==> src/hw/rtl/irc_pkg.sv <==
// ----------------------------------------------------------------------------
// irc_pkg
// Shared widths, codes and types of the inode reference count cache.
// ----------------------------------------------------------------------------
package irc_pkg;

  // Field widths
  localparam int DEV_W      = 16;
  localparam int INO_W      = 12;
  localparam int SLOT_IDX_W = 6;
  localparam int STATUS_W   = 3;
  localparam int REFS_W     = 8;
  localparam int SECTOR_W   = 13;
  localparam int OFFSET_W   = 9;
  localparam int CFG_IDX_W  = 8;
  localparam int CFG_DATA_W = 8;
  // Remainder of a division by at most 64 inodes per sector
  localparam int REM_W      = 6;

  // Request commands
  localparam logic CMD_GET = 1'b0;
  localparam logic CMD_PUT = 1'b1;

  // Result status codes
  localparam logic [STATUS_W-1:0] STAT_HIT      = 3'd0;
  localparam logic [STATUS_W-1:0] STAT_ALLOC    = 3'd1;
  localparam logic [STATUS_W-1:0] STAT_INVALID  = 3'd2;
  localparam logic [STATUS_W-1:0] STAT_FULL     = 3'd3;
  localparam logic [STATUS_W-1:0] STAT_RELEASED = 3'd4;
  localparam logic [STATUS_W-1:0] STAT_REL_ERR  = 3'd5;
  localparam logic [STATUS_W-1:0] STAT_OVERFLOW = 3'd6;

  // Configuration register indexes
  localparam logic [CFG_IDX_W-1:0] CFG_IMAP = 8'd0;
  localparam logic [CFG_IDX_W-1:0] CFG_SMAP = 8'd1;

  // Disk layout constants
  localparam int unsigned         AREA_BASE  = 2;
  localparam logic [SECTOR_W-1:0] SECTOR_MAX = 13'h1FFF;
  localparam logic [OFFSET_W-1:0] OFFSET_MAX = 9'h1FF;
  localparam logic [REFS_W-1:0]   REFS_MAX   = 8'hFF;

  // One table slot as stored in the slot memory
  typedef struct packed {
    logic [REFS_W-1:0] refs;
    logic [DEV_W-1:0]  device;
    logic [INO_W-1:0]  inode;
  } slot_entry_t;

  // One result as held before it goes out
  typedef struct packed {
    logic [STATUS_W-1:0]   status;
    logic [SLOT_IDX_W-1:0] slot;
    logic [REFS_W-1:0]     refs;
    logic [SECTOR_W-1:0]   sector;
    logic [OFFSET_W-1:0]   offset;
  } result_t;

endpackage

==> src/hw/rtl/irc_if.sv <==
// ----------------------------------------------------------------------------
// irc_if
// Request, response and configuration channels of the inode reference count
// cache, each a valid/ready handshake with its payload.
// ----------------------------------------------------------------------------

// Request channel: get or put
interface irc_req_if;
  logic                              valid;
  logic                              ready;
  logic                              cmd;
  logic [irc_pkg::DEV_W-1:0]         device;
  logic [irc_pkg::INO_W-1:0]         inode_number;
  logic [irc_pkg::SLOT_IDX_W-1:0]    slot_index;

  modport source (output valid, cmd, device, inode_number, slot_index, input ready);
  modport sink   (input valid, cmd, device, inode_number, slot_index, output ready);
endinterface

// Response channel: one result per request
interface irc_rsp_if;
  logic                              valid;
  logic                              ready;
  logic [irc_pkg::STATUS_W-1:0]      status;
  logic [irc_pkg::SLOT_IDX_W-1:0]    slot;
  logic [irc_pkg::REFS_W-1:0]        ref_count_now;
  logic [irc_pkg::SECTOR_W-1:0]      sector_index;
  logic [irc_pkg::OFFSET_W-1:0]      byte_offset;

  modport source (output valid, status, slot, ref_count_now, sector_index, byte_offset,
                  input ready);
  modport sink   (input valid, status, slot, ref_count_now, sector_index, byte_offset,
                  output ready);
endinterface

// Configuration write channel
interface irc_cfg_if;
  logic                              valid;
  logic                              ready;
  logic [irc_pkg::CFG_IDX_W-1:0]     reg_index;
  logic [irc_pkg::CFG_DATA_W-1:0]    wr_data;

  modport source (output valid, reg_index, wr_data, input ready);
  modport sink   (input valid, reg_index, wr_data, output ready);
endinterface

==> src/hw/rtl/inode_refcount_cache.sv <==
// ----------------------------------------------------------------------------
// inode_refcount_cache
// Table of in-use inode slots with reference counts: get looks up or
// allocates a slot, put releases one.
// ----------------------------------------------------------------------------
// The slot table lives in one memory with a registered read, and requests are
// served one at a time. A get walks the table from slot 0, one memory read per
// cycle, until it hits a matching live slot or reaches the last slot; an
// allocation then waits for the disk location pipeline. A put reads, updates
// and writes back its slot. A get with inode 0 and a put beyond the table are
// answered without a memory read. A finished result sits in an output
// register, so the next request is taken while it waits. No clearing pass
// follows reset.
module inode_refcount_cache #(
  parameter int TABLE_ENTRIES     = 64,
  parameter int INODES_PER_SECTOR = 16,
  parameter int INODE_BYTES       = 32
) (
  input  logic             clk_i,
  input  logic             rst_ni,
  irc_req_if.sink          req_i,
  irc_rsp_if.source        rsp_o,
  irc_cfg_if.sink          cfg_i
);
  import irc_pkg::*;

  localparam int SLOT_W = $clog2(TABLE_ENTRIES);
  localparam logic [SLOT_W-1:0]       LAST_SLOT   = SLOT_W'(TABLE_ENTRIES - 1);
  localparam logic [SLOT_IDX_W+2:0]   ENTRIES_LIM = (SLOT_IDX_W + 3)'(TABLE_ENTRIES);

  typedef enum logic [2:0] {
    S_IDLE,
    S_SCAN,
    S_PUT,
    S_LOCATE,
    S_FIN
  } state_e;

  state_e state_q, state_d;

  // Configuration registers
  logic [CFG_DATA_W-1:0] imap_q;
  logic [CFG_DATA_W-1:0] smap_q;

  // Request held during service
  logic [DEV_W-1:0]      req_dev_q;
  logic [INO_W-1:0]      req_ino_q;
  logic [SLOT_IDX_W-1:0] req_slot_q;

  // Scan progress
  logic [SLOT_W-1:0] cnt_q, cnt_d;
  logic [SLOT_W-1:0] free_q, free_d;
  logic              have_free_q, have_free_d;

  // Result staging and output register
  result_t res_q, res_d;
  logic    res_load;
  result_t rsp_q;
  logic    rsp_valid_q;
  logic    rsp_load;

  // Memory and locate unit hookup
  logic              mem_rd_en;
  logic [SLOT_W-1:0] mem_rd_addr;
  slot_entry_t       mem_rd_data;
  logic              mem_wr_en;
  logic [SLOT_W-1:0] mem_wr_addr;
  slot_entry_t       mem_wr_data;
  logic              loc_start;
  logic              loc_done;
  logic [SECTOR_W-1:0] loc_sector;
  logic [OFFSET_W-1:0] loc_offset;

  logic req_fire;
  logic slot_live;
  logic slot_hit;
  logic scan_last;

  assign req_i.ready = (state_q == S_IDLE);
  assign req_fire    = req_i.valid & req_i.ready;
  assign cfg_i.ready = 1'b1;

  assign slot_live = (mem_rd_data.refs != '0);
  assign slot_hit  = slot_live && (mem_rd_data.device == req_dev_q)
                     && (mem_rd_data.inode == req_ino_q);
  assign scan_last = (cnt_q == LAST_SLOT);

  irc_slot_ram #(
    .DEPTH (TABLE_ENTRIES)
  ) u_slot_ram (
    .clk_i     (clk_i),
    .rst_ni    (rst_ni),
    .rd_en_i   (mem_rd_en),
    .rd_addr_i (mem_rd_addr),
    .rd_data_o (mem_rd_data),
    .wr_en_i   (mem_wr_en),
    .wr_addr_i (mem_wr_addr),
    .wr_data_i (mem_wr_data)
  );

  irc_locate #(
    .INODES_PER_SECTOR (INODES_PER_SECTOR),
    .INODE_BYTES       (INODE_BYTES)
  ) u_locate (
    .clk_i               (clk_i),
    .rst_ni              (rst_ni),
    .start_i             (loc_start),
    .inode_number_i      (req_ino_q),
    .imap_sector_count_i (imap_q),
    .smap_sector_count_i (smap_q),
    .done_o              (loc_done),
    .sector_index_o      (loc_sector),
    .byte_offset_o       (loc_offset)
  );

  // Sequence each request through read, modify and write back
  always_comb begin
    state_d     = state_q;
    cnt_d       = cnt_q;
    free_d      = free_q;
    have_free_d = have_free_q;
    mem_rd_en   = 1'b0;
    mem_rd_addr = cnt_q + SLOT_W'(1);
    mem_wr_en   = 1'b0;
    mem_wr_addr = cnt_q;
    mem_wr_data = mem_rd_data;
    loc_start   = 1'b0;
    res_load    = 1'b0;
    res_d       = res_q;
    rsp_load    = 1'b0;

    unique case (state_q)
      S_IDLE: begin
        if (req_fire) begin
          res_d.sector = '0;
          res_d.offset = '0;
          res_d.refs   = '0;
          if (req_i.cmd == CMD_PUT) begin
            if ((SLOT_IDX_W + 3)'(req_i.slot_index) >= ENTRIES_LIM) begin
              res_d.status = STAT_REL_ERR;
              res_d.slot   = req_i.slot_index;
              res_load     = 1'b1;
              state_d      = S_FIN;
            end else begin
              mem_rd_en   = 1'b1;
              mem_rd_addr = SLOT_W'(req_i.slot_index);
              state_d     = S_PUT;
            end
          end else if (req_i.inode_number == '0) begin
            res_d.status = STAT_INVALID;
            res_d.slot   = '0;
            res_load     = 1'b1;
            state_d      = S_FIN;
          end else begin
            mem_rd_en   = 1'b1;
            mem_rd_addr = '0;
            cnt_d       = '0;
            have_free_d = 1'b0;
            state_d     = S_SCAN;
          end
        end
      end

      S_SCAN: begin
        if (slot_hit) begin
          // Bump the first matching live slot, unless it is saturated
          res_d.slot   = SLOT_IDX_W'(cnt_q);
          res_d.sector = '0;
          res_d.offset = '0;
          if (mem_rd_data.refs == REFS_MAX) begin
            res_d.status = STAT_OVERFLOW;
            res_d.refs   = REFS_MAX;
          end else begin
            mem_wr_en        = 1'b1;
            mem_wr_data.refs = mem_rd_data.refs + REFS_W'(1);
            res_d.status     = STAT_HIT;
            res_d.refs       = mem_rd_data.refs + REFS_W'(1);
          end
          res_load = 1'b1;
          state_d  = S_FIN;
        end else if (scan_last) begin
          res_d.sector = '0;
          res_d.offset = '0;
          if (have_free_q || !slot_live) begin
            // Claim the first free slot and look up the record location
            mem_wr_en          = 1'b1;
            mem_wr_addr        = have_free_q ? free_q : cnt_q;
            mem_wr_data.refs   = REFS_W'(1);
            mem_wr_data.device = req_dev_q;
            mem_wr_data.inode  = req_ino_q;
            loc_start          = 1'b1;
            res_d.status       = STAT_ALLOC;
            res_d.slot         = SLOT_IDX_W'(mem_wr_addr);
            res_d.refs         = REFS_W'(1);
            state_d            = S_LOCATE;
          end else begin
            res_d.status = STAT_FULL;
            res_d.slot   = '0;
            res_d.refs   = '0;
            state_d      = S_FIN;
          end
          res_load = 1'b1;
        end else begin
          // Advance to the next slot, remember the first free one
          mem_rd_en = 1'b1;
          cnt_d     = cnt_q + SLOT_W'(1);
          if (!slot_live && !have_free_q) begin
            have_free_d = 1'b1;
            free_d      = cnt_q;
          end
        end
      end

      S_PUT: begin
        res_d.slot   = req_slot_q;
        res_d.sector = '0;
        res_d.offset = '0;
        if (!slot_live) begin
          res_d.status = STAT_REL_ERR;
          res_d.refs   = '0;
        end else begin
          mem_wr_en        = 1'b1;
          mem_wr_addr      = SLOT_W'(req_slot_q);
          mem_wr_data.refs = mem_rd_data.refs - REFS_W'(1);
          res_d.status     = STAT_RELEASED;
          res_d.refs       = mem_rd_data.refs - REFS_W'(1);
        end
        res_load = 1'b1;
        state_d  = S_FIN;
      end

      S_LOCATE: begin
        if (loc_done) begin
          res_d.sector = loc_sector;
          res_d.offset = loc_offset;
          res_load     = 1'b1;
          state_d      = S_FIN;
        end
      end

      S_FIN: begin
        // Hand the result over once the output register is free
        if (!rsp_valid_q || rsp_o.ready) begin
          rsp_load = 1'b1;
          state_d  = S_IDLE;
        end
      end

      default: begin
        state_d = S_IDLE;
      end
    endcase
  end

  // Hold state, scan progress and output valid
  always_ff @(posedge clk_i or negedge rst_ni) begin
    if (!rst_ni) begin
      state_q     <= S_IDLE;
      cnt_q       <= '0;
      free_q      <= '0;
      have_free_q <= 1'b0;
      rsp_valid_q <= 1'b0;
    end else begin
      state_q     <= state_d;
      cnt_q       <= cnt_d;
      free_q      <= free_d;
      have_free_q <= have_free_d;
      if (rsp_load) begin
        rsp_valid_q <= 1'b1;
      end else if (rsp_o.ready) begin
        rsp_valid_q <= 1'b0;
      end
    end
  end

  // Capture request, staged result and output payload
  always_ff @(posedge clk_i) begin
    if (req_fire) begin
      req_dev_q  <= req_i.device;
      req_ino_q  <= req_i.inode_number;
      req_slot_q <= req_i.slot_index;
    end
    if (res_load) begin
      res_q <= res_d;
    end
    if (rsp_load) begin
      rsp_q <= res_q;
    end
  end

  // Write configuration registers
  always_ff @(posedge clk_i or negedge rst_ni) begin
    if (!rst_ni) begin
      imap_q <= CFG_DATA_W'(1);
      smap_q <= CFG_DATA_W'(1);
    end else if (cfg_i.valid && cfg_i.ready) begin
      if (cfg_i.reg_index == CFG_IMAP) begin
        imap_q <= cfg_i.wr_data;
      end else if (cfg_i.reg_index == CFG_SMAP) begin
        smap_q <= cfg_i.wr_data;
      end
    end
  end

  assign rsp_o.valid         = rsp_valid_q;
  assign rsp_o.status        = rsp_q.status;
  assign rsp_o.slot          = rsp_q.slot;
  assign rsp_o.ref_count_now = rsp_q.refs;
  assign rsp_o.sector_index  = rsp_q.sector;
  assign rsp_o.byte_offset   = rsp_q.offset;

  // A slot write never lands in the cycle a new request is taken
  a_no_write_on_accept: assert property (@(posedge clk_i) disable iff (!rst_ni)
    mem_wr_en |-> !req_fire)
    else $error("slot write while a request is taken");

  // The locate unit only reports back while the allocation waits for it
  a_locate_done_in_wait: assert property (@(posedge clk_i) disable iff (!rst_ni)
    loc_done |-> (state_q == S_LOCATE))
    else $error("location result outside the locate wait");

  // A get never writes a free count back
  a_scan_write_live: assert property (@(posedge clk_i) disable iff (!rst_ni)
    (mem_wr_en && (state_q == S_SCAN)) |-> (mem_wr_data.refs != '0))
    else $error("get wrote a zero count");

  // A new result appears only from the hand-over state
  a_result_from_fin: assert property (@(posedge clk_i) disable iff (!rst_ni)
    $rose(rsp_valid_q) |-> $past(state_q == S_FIN))
    else $error("result valid raised outside hand-over");

  // The put update follows directly on taking the request
  a_put_after_accept: assert property (@(posedge clk_i) disable iff (!rst_ni)
    (state_q == S_PUT) |-> $past(req_fire))
    else $error("put update without a request taken");

endmodule

==> src/hw/rtl/irc_slot_ram.sv <==
// ----------------------------------------------------------------------------
// irc_slot_ram
// Slot memory: one write port, one read port with registered data. A written
// bit per slot makes slots never written since reset read as free.
// ----------------------------------------------------------------------------
module irc_slot_ram #(
  parameter int DEPTH = 64
) (
  input  logic                             clk_i,
  input  logic                             rst_ni,
  input  logic                             rd_en_i,
  input  logic [$clog2(DEPTH)-1:0]         rd_addr_i,
  output irc_pkg::slot_entry_t             rd_data_o,
  input  logic                             wr_en_i,
  input  logic [$clog2(DEPTH)-1:0]         wr_addr_i,
  input  irc_pkg::slot_entry_t             wr_data_i
);
  import irc_pkg::*;

  slot_entry_t      mem_q [DEPTH];
  slot_entry_t      rd_word_q;
  logic [DEPTH-1:0] written_q;
  logic             rd_written_q;

  // Write and read the storage array
  always_ff @(posedge clk_i) begin
    if (wr_en_i) begin
      mem_q[wr_addr_i] <= wr_data_i;
    end
    if (rd_en_i) begin
      rd_word_q <= mem_q[rd_addr_i];
    end
  end

  // Track which slots hold a written word
  always_ff @(posedge clk_i or negedge rst_ni) begin
    if (!rst_ni) begin
      written_q    <= '0;
      rd_written_q <= 1'b0;
    end else begin
      if (wr_en_i) begin
        written_q[wr_addr_i] <= 1'b1;
      end
      if (rd_en_i) begin
        rd_written_q <= written_q[rd_addr_i];
      end
    end
  end

  // Present an unwritten slot as free
  always_comb begin
    rd_data_o      = rd_word_q;
    rd_data_o.refs = rd_written_q ? rd_word_q.refs : '0;
  end

endmodule

==> src/hw/rtl/irc_locate.sv <==
// ----------------------------------------------------------------------------
// irc_locate
// Disk location of an inode record: sector and byte offset inside it, from a
// four-stage pipeline with a reciprocal multiply in place of the divide.
// ----------------------------------------------------------------------------
module irc_locate #(
  parameter int INODES_PER_SECTOR = 16,
  parameter int INODE_BYTES       = 32
) (
  input  logic                               clk_i,
  input  logic                               rst_ni,
  input  logic                               start_i,
  input  logic [irc_pkg::INO_W-1:0]          inode_number_i,
  input  logic [irc_pkg::CFG_DATA_W-1:0]     imap_sector_count_i,
  input  logic [irc_pkg::CFG_DATA_W-1:0]     smap_sector_count_i,
  output logic                               done_o,
  output logic [irc_pkg::SECTOR_W-1:0]       sector_index_o,
  output logic [irc_pkg::OFFSET_W-1:0]       byte_offset_o
);
  import irc_pkg::*;

  // floor(x / D) == (x * M) >> S for every INO_W-bit x
  localparam int DIV_SH  = INO_W + $clog2(INODES_PER_SECTOR);
  localparam int DIV_MUL = (2 ** DIV_SH + INODES_PER_SECTOR - 1) / INODES_PER_SECTOR;
  localparam int MUL_W   = INO_W + 1;
  localparam int PROD_W  = INO_W + MUL_W;
  localparam int BASE_W  = CFG_DATA_W + 2;
  localparam int SUM_W   = SECTOR_W + 1;
  localparam int OFFP_W  = 2 * (OFFSET_W + 1);

  localparam logic [MUL_W-1:0]  DIV_MUL_C = MUL_W'(DIV_MUL);
  localparam logic [INO_W-1:0]  DIVISOR_C = INO_W'(INODES_PER_SECTOR);
  localparam logic [OFFP_W-1:0] BYTES_C   = OFFP_W'(INODE_BYTES);

  logic [3:0]          stage_v_q;
  logic [INO_W-1:0]    rel_q;
  logic [BASE_W-1:0]   base_q;
  logic [INO_W-1:0]    quot_q;
  logic [REM_W-1:0]    rem_q;
  logic [SECTOR_W-1:0] sector_q;
  logic [OFFSET_W-1:0] offset_q;

  logic [PROD_W-1:0]   quot_prod;
  logic [INO_W-1:0]    quot_back;
  logic [SUM_W-1:0]    sector_sum;
  logic [OFFP_W-1:0]   offset_prod;

  assign quot_prod   = PROD_W'(rel_q) * PROD_W'(DIV_MUL_C);
  assign quot_back   = quot_q * DIVISOR_C;
  assign sector_sum  = SUM_W'(base_q) + SUM_W'(quot_q);
  assign offset_prod = OFFP_W'(rem_q) * BYTES_C;

  // Advance the stage valid bits
  always_ff @(posedge clk_i or negedge rst_ni) begin
    if (!rst_ni) begin
      stage_v_q <= '0;
    end else begin
      stage_v_q <= {stage_v_q[2:0], start_i};
    end
  end

  // Capture, divide, take remainder and sector, scale offset
  always_ff @(posedge clk_i) begin
    if (start_i) begin
      rel_q  <= inode_number_i - INO_W'(1);
      base_q <= BASE_W'(AREA_BASE) + BASE_W'(imap_sector_count_i)
                + BASE_W'(smap_sector_count_i);
    end
    if (stage_v_q[0]) begin
      quot_q <= INO_W'(quot_prod >> DIV_SH);
    end
    if (stage_v_q[1]) begin
      rem_q    <= REM_W'(rel_q - quot_back);
      sector_q <= (sector_sum > SUM_W'(SECTOR_MAX)) ? SECTOR_MAX : SECTOR_W'(sector_sum);
    end
    if (stage_v_q[2]) begin
      offset_q <= (offset_prod > OFFP_W'(OFFSET_MAX)) ? OFFSET_MAX
                                                       : OFFSET_W'(offset_prod);
    end
  end

  assign done_o         = stage_v_q[3];
  assign sector_index_o = sector_q;
  assign byte_offset_o  = offset_q;

endmodule

==> src/flat_wrapper.sv <==
// flat-port wrapper written by rule: the top's interface ports become plain ports
module inode_refcount_cache_flat import irc_pkg::*;
#(
  parameter int TABLE_ENTRIES     = 64,
  parameter int INODES_PER_SECTOR = 16,
  parameter int INODE_BYTES       = 32
)
  (clk_i, rst_ni, req_i_valid, req_i_cmd, req_i_device, req_i_inode_number, req_i_slot_index, req_i_ready, rsp_o_valid, rsp_o_status, rsp_o_slot, rsp_o_ref_count_now, rsp_o_sector_index, rsp_o_byte_offset, rsp_o_ready, cfg_i_valid, cfg_i_reg_index, cfg_i_wr_data, cfg_i_ready);
  irc_req_if req_i_i ();
  irc_rsp_if rsp_o_i ();
  irc_cfg_if cfg_i_i ();
  input  logic clk_i;
  input  logic rst_ni;
  input wire logic [$bits(req_i_i.valid)-1:0] req_i_valid;
  input wire logic [$bits(req_i_i.cmd)-1:0] req_i_cmd;
  input wire logic [$bits(req_i_i.device)-1:0] req_i_device;
  input wire logic [$bits(req_i_i.inode_number)-1:0] req_i_inode_number;
  input wire logic [$bits(req_i_i.slot_index)-1:0] req_i_slot_index;
  output wire logic [$bits(req_i_i.ready)-1:0] req_i_ready;
  output wire logic [$bits(rsp_o_i.valid)-1:0] rsp_o_valid;
  output wire logic [$bits(rsp_o_i.status)-1:0] rsp_o_status;
  output wire logic [$bits(rsp_o_i.slot)-1:0] rsp_o_slot;
  output wire logic [$bits(rsp_o_i.ref_count_now)-1:0] rsp_o_ref_count_now;
  output wire logic [$bits(rsp_o_i.sector_index)-1:0] rsp_o_sector_index;
  output wire logic [$bits(rsp_o_i.byte_offset)-1:0] rsp_o_byte_offset;
  input wire logic [$bits(rsp_o_i.ready)-1:0] rsp_o_ready;
  input wire logic [$bits(cfg_i_i.valid)-1:0] cfg_i_valid;
  input wire logic [$bits(cfg_i_i.reg_index)-1:0] cfg_i_reg_index;
  input wire logic [$bits(cfg_i_i.wr_data)-1:0] cfg_i_wr_data;
  output wire logic [$bits(cfg_i_i.ready)-1:0] cfg_i_ready;
  assign req_i_i.valid = req_i_valid;
  assign req_i_i.cmd = req_i_cmd;
  assign req_i_i.device = req_i_device;
  assign req_i_i.inode_number = req_i_inode_number;
  assign req_i_i.slot_index = req_i_slot_index;
  assign req_i_ready = req_i_i.ready;
  assign rsp_o_valid = rsp_o_i.valid;
  assign rsp_o_status = rsp_o_i.status;
  assign rsp_o_slot = rsp_o_i.slot;
  assign rsp_o_ref_count_now = rsp_o_i.ref_count_now;
  assign rsp_o_sector_index = rsp_o_i.sector_index;
  assign rsp_o_byte_offset = rsp_o_i.byte_offset;
  assign rsp_o_i.ready = rsp_o_ready;
  assign cfg_i_i.valid = cfg_i_valid;
  assign cfg_i_i.reg_index = cfg_i_reg_index;
  assign cfg_i_i.wr_data = cfg_i_wr_data;
  assign cfg_i_ready = cfg_i_i.ready;
  inode_refcount_cache #(.TABLE_ENTRIES(TABLE_ENTRIES), .INODES_PER_SECTOR(INODES_PER_SECTOR), .INODE_BYTES(INODE_BYTES)) u_core (.clk_i(clk_i), .rst_ni(rst_ni), .req_i(req_i_i), .rsp_o(rsp_o_i), .cfg_i(cfg_i_i));
endmodule
==> config.mk <==
export PLATFORM = sky130hd
export DESIGN_NAME = inode_refcount_cache_flat
export DESIGN_NICKNAME = d
export VERILOG_FILES = /design/src/hw/rtl/irc_pkg.sv /design/src/hw/rtl/irc_if.sv /design/src/hw/rtl/inode_refcount_cache.sv /design/src/hw/rtl/irc_slot_ram.sv /design/src/hw/rtl/irc_locate.sv /design/src/flat_wrapper.sv
export SDC_FILE = /design/constraint.sdc
export NUM_CORES = 2
export LEC_CHECK = 0
export ABC_AREA = 1
export CAP_MARGIN = 20
export CORE_MARGIN = 2
export CORE_UTILIZATION = 55
export CTS_BUF_LIST = sky130_fd_sc_hd__clkbuf_8
export DETAILED_ROUTE_END_ITERATION = 16
export DONT_BUFFER_PORTS = 1
export PLACE_DENSITY = 0.7
export SLEW_MARGIN = 20
export SYNTH_ARGS = -nofsm -noshare
export SYNTH_HDL_FRONTEND = slang
export SYNTH_SLANG_ARGS = --single-unit
export TNS_END_PERCENT = 50
==> constraint.sdc <==
create_clock -name clk_i -period 6.3 [get_ports clk_i]
set_clock_uncertainty 0.2 [all_clocks]
set_input_delay 1.26 -clock clk_i [delete_from_list [all_inputs] [get_ports clk_i]]
set_output_delay 1.26 -clock clk_i [all_outputs]
set_load 0.02 [all_outputs]
==> flow_summary_export.csv <==
group,metric,value,unit
synth,synth_top_area_share,70.7,%
clock_tree,cts_root_buffer,"clkbuf_8",
placed_design,detailed_place_hpwl,167000,um
die,initial_core_util,55.2,%
sta,rsz0062_at_grt,"no",
sta,period_share,86.2,%
synth,ys.warnings.count,0,
placed_design,routabilityCongestion,0.894,
min_path,hp-class,"input pin to flop",
die,ios,98,
min_path,hold_start,"req_i_device[5]",
sta,hold-worst-slack,0.0331,ns
global_route,grt_pass1_vias,67800,
global_route,grt.overflow.total,0,
global_route,grt_max_degree,171,
sta,worst_pin_slew,1.16,ns
clock_tree,cts_resized,0,
outcome,status,"complete, no violations",
clock_tree,cts_max_level,5,
global_route,grt_pass1_wl,454000,um
finish,fillers,14500,
synth,ys_seq_area_share,73.1,%
drt,drcViolationCount,0,
sta,slew_headroom,22.4,%
drt,wl_per_cell,27.2,um
sta,setup_viol,0,
worst_setup_path,worst_ep_required_time,6.96,ns
power_and_ir_drop,ir_drop,0.227,mV
finish,postLayoutCoreUtil,61.3,%
clock_tree,clkSinkCount,2594,
die,row_count,161,
worst_setup_path,critical-path-max-stage-delay,0.76,ns
drt,ant_nets,0,
sta,slew_violations,0,
sta,fin_setup_tns,0,ns
finish,fin_area,0.118,mm^2
worst_setup_path,arrival,6.10,ns
run,maxCapViolations,0,
global_route,antenna_found_initial,14,
synth,syn_area,0.106,mm^2
worst_setup_path,endpoint_kind,"flop",
power_and_ir_drop,power_density,272,mW/mm^2
synth,async_flop_share,3.93,%
worst_setup_path,crit_fanout,33,
power_and_ir_drop,leakage,43.4,nW
drt,drt_iter0_markers,11600,
finish,drive_gt1_share,9.96,%
worst_setup_path,path_class,"flop to flop",
synth,syn_avg_cell_area,12.3,um^2
worst_setup_path,r2r_start,"u_core.u_slot_ram.rd_word_q[28]",
power_and_ir_drop,finalPower,0.0319,W
drt,wirelength,314000,um
placed_design,numPortBuffers,0,
die,core_area,0.192,mm^2
worst_setup_path,cp_slowest_cell,"nor2_4",
finish,multi_input_area,0.0234,mm^2
finish,num-nets-final,8782,
synth,synthTopCellsByCount,"edfxtp_1 (2492), o21ai_0 (1223), nand3_1 (1091)",
clock_tree,cts.clk_slew.worst_paths,0.06,ns
drt,drtPass1Iterations,6,
finish,area_growth,11.1,%
synth,synth.most_common_cell,"edfxtp_1",
drt,vias,71400,
die,dieHeight,443,um
finish,regArea,0.0774,mm^2
sta,hold_viol_final,0,
synth,synthCells,8578,
clock_tree,tritoncts,"done",
global_route,track_usage,31.6,%
worst_setup_path,cp-start-kind,"flop",
synth,ys_seq_elements,2594,
synth,synth-edff-count,2492,
clock_tree,cts_max_path_buffers,4,
synth,yosysTopAreaCell,"edfxtp_1",
die,die_width,443,um
synth,ys_types,56,
clock_tree,cts_hold_buf,4,
clock_tree,clock_latency,1.15,ns
clock_tree,cts_buffers,418,
drt,avgViaCountPerCell,6.19,
clock_tree,cts_setup_buffers,0,
synth,yosys-top-cells-area,"edfxtp_1 (71%), o21ai_0 (5.8%), nand3_1 (5.2%), inv_1 (3.0%), nand2_1 (2.6%)",
sta,fmax,184,MHz
worst_setup_path,crit_top_cell,"nand2_1",
placed_design,dpl_cell_area,0.110,mm^2
synth,ys.flop_type,"edfxtp_1",
worst_setup_path,crit_start,"u_core.u_slot_ram.rd_word_q[28]",
worst_setup_path,crit_chain,"nand2_1 > ha_1 > nand2_1 > nor2_2 > nand4_4 > inv_2 > nor2_2 > nand2_2 > inv_1 > nor2_1 > inv_1 > nor2_4 > buf_4 > nand2_1 > o21ai_4 > buf_4",
sta,min_period,5.43,ns
die,die_area,0.196,mm^2
flip-flops by register name (all words and copies together), names as in the netlist, 8 cells and up:
register	flops
u_core.u_slot_ram.written_q	64
u_core.u_locate.quot_q	8
u_core.u_locate.sector_index_o	11
u_core.req_dev_q	16
u_core.u_slot_ram.mem_q	2304
u_core.smap_q	8
u_core.imap_q	8
u_core.u_slot_ram.rd_data_o	28
u_core.u_locate.base_q	10
u_core.res_q	33
u_core.rsp_o.ref_count_now	8
u_core.rsp_o.sector_index	11
u_core.req_ino_q	12
u_core.u_locate.rel_q	12
u_core.u_slot_ram.rd_word_q	8
worst max-delay path, delay by kind of cell, from the launching register on:
family,cells,cell delay (ns)
buffers and inverters,5,1.46
AOI/OAI and AO/OA,1,0.36
DFF,1,0.54
and+or+nand+nor,9,2.27
adders and majority gates,1,0.27
kinds of logic after synthesis:
logic type | count (synthesis) | share of synthesized area, %
AO/OA/AOI/OAI | 2078 | 10.7
flip-flops | 2594 | 73.1
XOR/XNOR | 37 | 0.306
adder cells (fa/ha/maj) | 32 | 0.393
AND/OR/NAND/NOR | 2421 | 10.1
other | 2 | 0.00710
buffers and inverters | 1414 | 5.36
placed cells by master (no fill, tap or decap), types with 29 or more instances in the layout:
| master | Yosys | routed |
|---|---|---|
| o21ai_4 | 1 | 29 |
| o21ai_1 | 81 | 81 |
| xor2_1 | 31 | 31 |
| o211ai_1 | 226 | 226 |
| clkinv_1 | 1 | 105 |
| dfrtp_1 | 100 | 100 |
| clkinv_2 | 0 | 79 |
| inv_1 | 855 | 942 |
| buf_4 | 22 | 147 |
| o21ai_0 | 1223 | 1195 |
| nor2_1 | 529 | 507 |
| clkbuf_8 | 0 | 433 |
| o21bai_1 | 93 | 90 |
| nand3_1 | 1091 | 1090 |
| buf_12 | 0 | 86 |
| ha_1 | 30 | 30 |
| edfxtp_1 | 2492 | 2492 |
| a21oi_1 | 422 | 421 |
| nand2_1 | 730 | 729 |
per-stage QoR:
stage / instances / worst slack, ns
after floorplan: 8579 / 0.683
after global placement: 10800 / 1.01
after detailed placement: 10800 / 0.950
after CTS: 11500 / 0.937
after global routing: 11500 / 0.570
final: 11500 / 0.867
path summary, 6_finish.rpt:
| check | to | slack, ns | depth (start not counted) |
|---|---|---|---|
| worst max-delay path | u_core.u_slot_ram.mem_q[27][19] | 0.87 | 16 |
| worst min-delay path | u_core.req_dev_q[5] | 0.03 | 0 |
| worst max register to register | u_core.u_slot_ram.mem_q[27][19] | 0.87 | 16 |
| worst min register to register | u_core.rsp_o.sector_index[9] | 0.21 | 0 |
| max in group asynchronous | u_core.u_slot_ram.written_q[21] | 4.85 | 2 |
| min in group asynchronous | u_core.free_q[1] | 0.57 | 2 |
power by group:
part	internal, W	switching [W]
Sequential	0.0187	0.00000449
Combinational	0.0000312	0.000114
Clock	0.00661	0.00651
final cells by class:
cell class / count / share of cell area [%]
clock inverter: 295 / 1.17
tap: 2526 / 2.69
sequential: 2594 / 65.8
inverter: 871 / 2.84
antenna: 14 / 0.0298
multi-input combinational: 4571 / 19.9
timing repair buffer: 238 / 2.48
clock buffer: 433 / 5.07
metal layers:
| metal | GRT usage, % | vias to the layer above | wire, um |
|---|---|---|---|
| li1 | - | 31000 | - |
| met4 | 16.2 | 8 | 16500 |
| met5 | 0 | - | 47 |
| met1 | 43.4 | 34600 | 117000 |
| met3 | 7.47 | 853 | 40600 |
| met2 | 47.5 | 4902 | 141000 |
No activity file was read; power rests on OpenSTA's default activity.
